`src/design/bde_pkg.sv`:
```
// bde_pkg: shared types and constants of the BRIEF descriptor engine.
// Used by the front, queue, back and top level; no dependencies.
`timescale 1ns / 1ps

package bde_pkg;

  localparam int unsigned PATCH_SIZE_DEF = 31;
  localparam int unsigned NUM_PAIRS_DEF  = 256;
  localparam int unsigned PAIRS_PER_BYTE = 8;
  localparam int unsigned QUEUE_DEPTH    = 4;
  localparam int unsigned S_DATA_W       = 48;
  localparam int unsigned S_USER_W       = 2;
  localparam int unsigned M_DATA_W       = 16;
  localparam int unsigned ENTRY_W        = 20;

  typedef enum logic [1:0] {
    ACT_PAIR    = 2'd0,
    ACT_PIXEL   = 2'd1,
    ACT_COMPUTE = 2'd2
  } action_e;

  typedef enum logic [1:0] {
    BK_IDLE,
    BK_ISSUE,
    BK_DRAIN
  } back_state_e;

  // One queued request; pair_entry holds the four offsets, first row lowest.
  typedef struct packed {
    action_e             kind;
    logic [7:0]          pair_index;
    logic [ENTRY_W-1:0]  pair_entry;
    logic [4:0]          pixel_row;
    logic [4:0]          pixel_col;
    logic [7:0]          pixel_value;
  } cmd_t;

endpackage

```
`src/design/bde_queue.sv`:
```
// bde_queue: short request queue between the front and the back.
// Depends on bde_pkg.
`timescale 1ns / 1ps

module bde_queue
  import bde_pkg::*;
(
  input  logic clk_i,
  input  logic rst_ni,
  input  logic push_i,
  input  cmd_t cmd_i,
  output logic full_o,
  output logic valid_o,
  input  logic pop_i,
  output cmd_t cmd_o
);

  localparam int unsigned PtrW = $clog2(QUEUE_DEPTH);

  cmd_t            slot_q [QUEUE_DEPTH];
  logic [PtrW-1:0] wr_ptr_q, wr_ptr_d;
  logic [PtrW-1:0] rd_ptr_q, rd_ptr_d;
  logic [PtrW:0]   count_q, count_d;
  logic            do_pop;

  assign full_o  = count_q == (PtrW + 1)'(QUEUE_DEPTH);
  assign valid_o = count_q != '0;
  assign cmd_o   = slot_q[rd_ptr_q];
  assign do_pop  = pop_i && valid_o;

  always_comb begin
    wr_ptr_d = push_i ? wr_ptr_q + 1'b1 : wr_ptr_q;
    rd_ptr_d = do_pop ? rd_ptr_q + 1'b1 : rd_ptr_q;
    count_d  = count_q + (PtrW + 1)'(push_i) - (PtrW + 1)'(do_pop);
  end

  always_ff @(posedge clk_i or negedge rst_ni) begin
    if (!rst_ni) begin
      wr_ptr_q <= '0;
      rd_ptr_q <= '0;
      count_q  <= '0;
    end else begin
      wr_ptr_q <= wr_ptr_d;
      rd_ptr_q <= rd_ptr_d;
      count_q  <= count_d;
    end
  end

  always_ff @(posedge clk_i) begin
    if (push_i) begin
      slot_q[wr_ptr_q] <= cmd_i;
    end
  end

endmodule

```
`config.mk`:
```
export PLATFORM = sky130hd
export DESIGN_NAME = bde_queue
export DESIGN_NICKNAME = d
export VERILOG_FILES = /design/src/design/bde_pkg.sv /design/src/design/bde_queue.sv
export SDC_FILE = /design/constraint.sdc
export NUM_CORES = 1
export LEC_CHECK = 0
export BUFFER_PORTS_ARGS = -buffer_cell sky130_fd_sc_hd__buf_2
export CAP_MARGIN = 40
export CORE_MARGIN = 2
export CORE_UTILIZATION = 32
export CTS_BUF_LIST = sky130_fd_sc_hd__clkbuf_4 sky130_fd_sc_hd__clkbuf_8
export DETAILED_ROUTE_END_ITERATION = 16
export SLEW_MARGIN = 20
export SYNTH_ARGS = -nofsm -noshare
export SYNTH_HDL_FRONTEND = slang
export SYNTH_SLANG_ARGS = --single-unit
```
`constraint.sdc`:
```
create_clock -name clk_i -period 3.15 [get_ports clk_i]
set_clock_uncertainty 0.15 [all_clocks]
set_input_delay 0.1575 -clock clk_i [delete_from_list [all_inputs] [get_ports clk_i]]
set_output_delay 0.1575 -clock clk_i [all_outputs]
set_load 0.02 [all_outputs]
```
; After elaboration in Yosys (flattened, before gate mapping)
; Memories as Yosys holds them, arrays and structs flattened.
; Index checks and enable logic that the tools add are counted.
; Widths: inputs -> output; s select.
[word_totals]
elab_cells = 13
in_bits = 52
reg_bits = 7
mem_bits_rw = 192
memories = 1
[memory_table]
columns = name, words, word_bits, read_ports, rd_ports_with_merged_regs, write_ports, line_no
row1 = slot_q, 4, 48, 1, 0, 1, bde_queue.sv:20  ; cmd_t slot_q [QUEUE_DEPTH];
[op_classes]
n_eq_ne = 1
add_sub_neg = 4
reduce_logical = 2
n_mux = 2
[op_table]
columns = op, n
row1 = $add 2x1->2 const B, 2
row2 = $add 3x1->3, 1
row3 = $eq 3x3->1 const B, 1
row4 = $reduce_bool 3->1, 1
row5 = $sub 3x1->3, 1
row6 = $mux 1, 2
row7 = $logic_and 1x1->1, 1

; Depth between registers and ports, before layout
[logic_depth]
depth_word = 3
mapped_depth = 7

; Worst setup path after synthesis
; Ideal clock, no wire load.
[synth_path]
kind = flip-flop to flip-flop
startpoint = reg wr_ptr_q[0]
endpoint = mem slot_q[0][0] in the netlist's numbering (enable)
path_slack_ns = 0.822
t_arrival_ns = 1.768
setup_ns = 0.410
synth_period_minus_slack_ns = 2.328
path_stages_with_launch = 4
cell_sequence = dfrtp_1 inv_1 ha_1 and2_1
[synth_rtl]
columns = item, line_no
row1 = "start, declared", bde_queue.sv:21  ; logic [PtrW-1:0] wr_ptr_q, wr_ptr_d;
row2 = "start signal, assigned", bde_queue.sv:43  ; wr_ptr_q <= wr_ptr_d;
row3 = "end, declared", bde_queue.sv:20
; No word-level cell before the write port.

==> flow_metrics.tcl <==
set metrics [dict create \
    p_sw_share_pct 33.7 \
    drt-initial-drc-count 171 \
    grt_pass1_vias 3789 \
    synth_commonest_cells "192 x edfxtp_1, 48 x mux4_2, 7 x dfrtp_1" \
    drtPass1Iterations 4 \
    rsz0062_at_grt "false" \
    root_buffer "clkbuf_8" \
    grt_pass1_wl_um 20900 \
    gp_congestion 0.724 \
    initial_core_util_pct 32.6 \
    seq_area_frac_synth_pct 80.4 \
    hold_violations 0 \
    yosysMostFrequentCell "edfxtp_1" \
    critPathArrivalTime_ns 2.19 \
    synthesis.nets 345 \
    pwr_density_cell_nw_per_um2 857 \
    postCtsSetupBuffers 0 \
    synth_cells 286 \
    seqPwrFrac_pct 47.5 \
    p_comb_share_pct 33.9 \
    wirelength_met1_um 5990 \
    slew_viol_final 0 \
    drive_gt1_share_pct 41.5 \
    synth_edf_count 192 \
    area_growth_pct 23.4 \
    required_ns 2.84 \
    setup_slack_ns 0.650 \
    io_buffers 101 \
    ctsResizeCount 0 \
    path_clk_slew_ns 0.10 \
    htree_levels 4 \
    wl_met3_um 542 \
    place_ws_ns 1.01 \
    finalCriticalPeriod_ns 2.50 \
    leakage_uw 0.00311 \
    yosysTopAreaCell "edfxtp_1" \
    avgSynthCellArea_um2 25.8 \
    tightest_slew_ns 0.596 \
    dp_hpwl_um 8300 \
    die_x_um 156 \
    avgViaCountPerCell 4.56 \
    synth_cell_types 19 \
    grt_max_degree 37 \
    cts.sinks 199 \
    drv_cap 0 \
    async_flop_share_pct 3.52 \
    critPathCaptureType "primary output" \
    synth-seq-cells 199 \
    status "finished clean" \
    grt_overflow 0 \
    pwr-share-clk_pct 18.6 \
    ant_nets 0 \
    wire_per_inst_um 18.0 \
    maxUsedRoutingLayer "met4" \
    synth.top_cell.area_share_pct 78.1 \
    critPathMaxStageDelay_ns 0.65 \
    io_pins 102 \
    ir_drop_v 0.000312 \
    p_sw_uw 2630 \
    fin_setup_tns_ns 0 \
    postCtsHoldBufs 52 \
    synth_warnings 0 \
    finalCritPeriodShare_pct 79.4 \
    nFillCells 1995 \
    wl_um 13500 \
    die_h_um 156 \
    placementRows 55 \
    worst-path-max-fanout 15 \
    synth-main-ff-cell "edfxtp_1" \
    fmax_ghz 0.400 \
    relSlewSlack_pct 60.3 \
    tritoncts "built" \
    ys_top_cells_by_area "edfxtp_1 78%, mux4_2 15%, dfrtp_1 2.4%" \
    dieArea_um2 24300 \
    cp-start-kind "register" \
    slowest_stage "dfrtp_4" \
    clockBufferDepth 2 \
    path_cells "buf_4, mux4_2, buf_2" \
    clk_latency_ns 0.45 \
    critPathKind "reg2out" \
    drcViolationCount 0 \
    intPower_uw 5180 \
    cts_inserted_buffers 17 \
    nNetsFinal 514 \
    setup_viol 0 \
    core_um2 22600 \
    antenna_found_initial 1 \
    vias 3431 \
    synthesis.area_um2 7390 \
    wl_met2_um 6890 \
    grtUsageTotal_pct 11.7 \
    min_path_type "in2reg" \
]
-- area by class of cell --
class                      count  area (um^2)  share of cell area [%]
multi-input combinational     70         1290                    14.1
inverter                       6         22.5                   0.247
clock buffer                  17          234                    2.57
sequential                   199         5950                    65.2
clock inverter                14          119                    1.30
timing repair buffer         161         1150                    12.6
tap                          285          357                    3.91
antenna                        1         2.50                  0.0274
-- per-layer routing --
metal | up-vias | global-route usage [%]
met5 | - | 0
met4 | 0 | 3.76
met3 | 6 | 3.08
met2 | 79 | 19.7
met1 | 1798 | 14.9
li1 | 1548 | -
-- per-stage QoR --
step / util, % / cells / total power, uW / cell area [um^2] / hold WS [ns]
2_1_floorplan: - / 286 / 5650 / 7390 / -0.288
3_3_place_gp: 36.4 / 669 / 6420 / 8240 / -0.140
3_5_place_dp: 36.4 / 669 / 6460 / 8240 / -0.135
4_1_cts: 40.3 / 752 / 7980 / 9110 / 0.259
5_1_grt: 40.3 / 752 / 8280 / 9110 / 0.272
6_report: 40.3 / 753 / 7820 / 9120 / 0.302
-- cell families after synthesis --
kind of cell	after synthesis	share of synthesized area, %
AO/OA/AOI/OAI	3	0.305
XOR/XNOR	5	0.593
adder cells (fa/ha/maj)	7	1.29
buffers and inverters	17	2.19
flip-flops	199	80.4
multiplexers	48	14.6
AND/OR/NAND/NOR	7	0.559
-- flip-flops by register name, summed over array words and instances, names as in the netlist --
register / count
count_q: 3
rd_ptr_q: 2
slot_q: 192
wr_ptr_q: 2
-- layout by cell type (no fill, tap or decap), types with 3 or more instances in the layout --
master,Yosys,layout
and2_2,0,4
dfrtp_1,7,5
mux4_2,48,48
dlygate4sd3_1,0,52
buf_4,1,3
clkinvlp_4,0,7
ha_1,6,6
edfxtp_1,192,192
clkbuf_8,0,17
xnor2_1,3,3
clkinv_4,0,3
buf_2,4,101
buf_12,5,5
inv_1,6,6
-- critical path, delay by kind of cell, from the launching register on --
family | cells | cell delay [ns]
buffers and inverters | 2 | 0.54
DFF | 1 | 0.65
muxes | 1 | 0.56
-- final timing paths --
| path | cells past startpoint | endpoint | start | slack, ns |
|---|---|---|---|---|
| hold reg to reg | 1 | wr_ptr_q[0]$_DFFE_PN0P_ | wr_ptr_q[0]$_DFFE_PN0P_ | 0.39 |
| max in group asynchronous | 3 | rd_ptr_q[0]$_DFFE_PN0P_ | rst_ni | 2.02 |
| hold / removal | 2 | slot_q[2][41]$_DFFE_PP_ | cmd_i[41] | 0.30 |
| setup / recovery | 3 | cmd_o[43] | rd_ptr_q[0]$_DFFE_PN0P_ | 0.65 |
| setup reg to reg | 7 | count_q[2]$_DFF_PN0_ | count_q[1]$_DFF_PN0_ | 0.98 |
| min in group asynchronous | 3 | count_q[0]$_DFF_PN0_ | rst_ni | 0.52 |
-- power groups by stage --
stage / Clock, uW / Sequential [uW] / Combinational [uW]
6_report: 1450 / 3710 / 2650
5_1_grt: 1630 / 3770 / 2880
4_1_cts: 1520 / 3720 / 2730
3_5_place_dp: 0 / 3790 / 2680
3_3_place_gp: 0 / 3750 / 2670
2_1_floorplan: 0 / 3630 / 2030
Power figures use the tool's default switching activity.
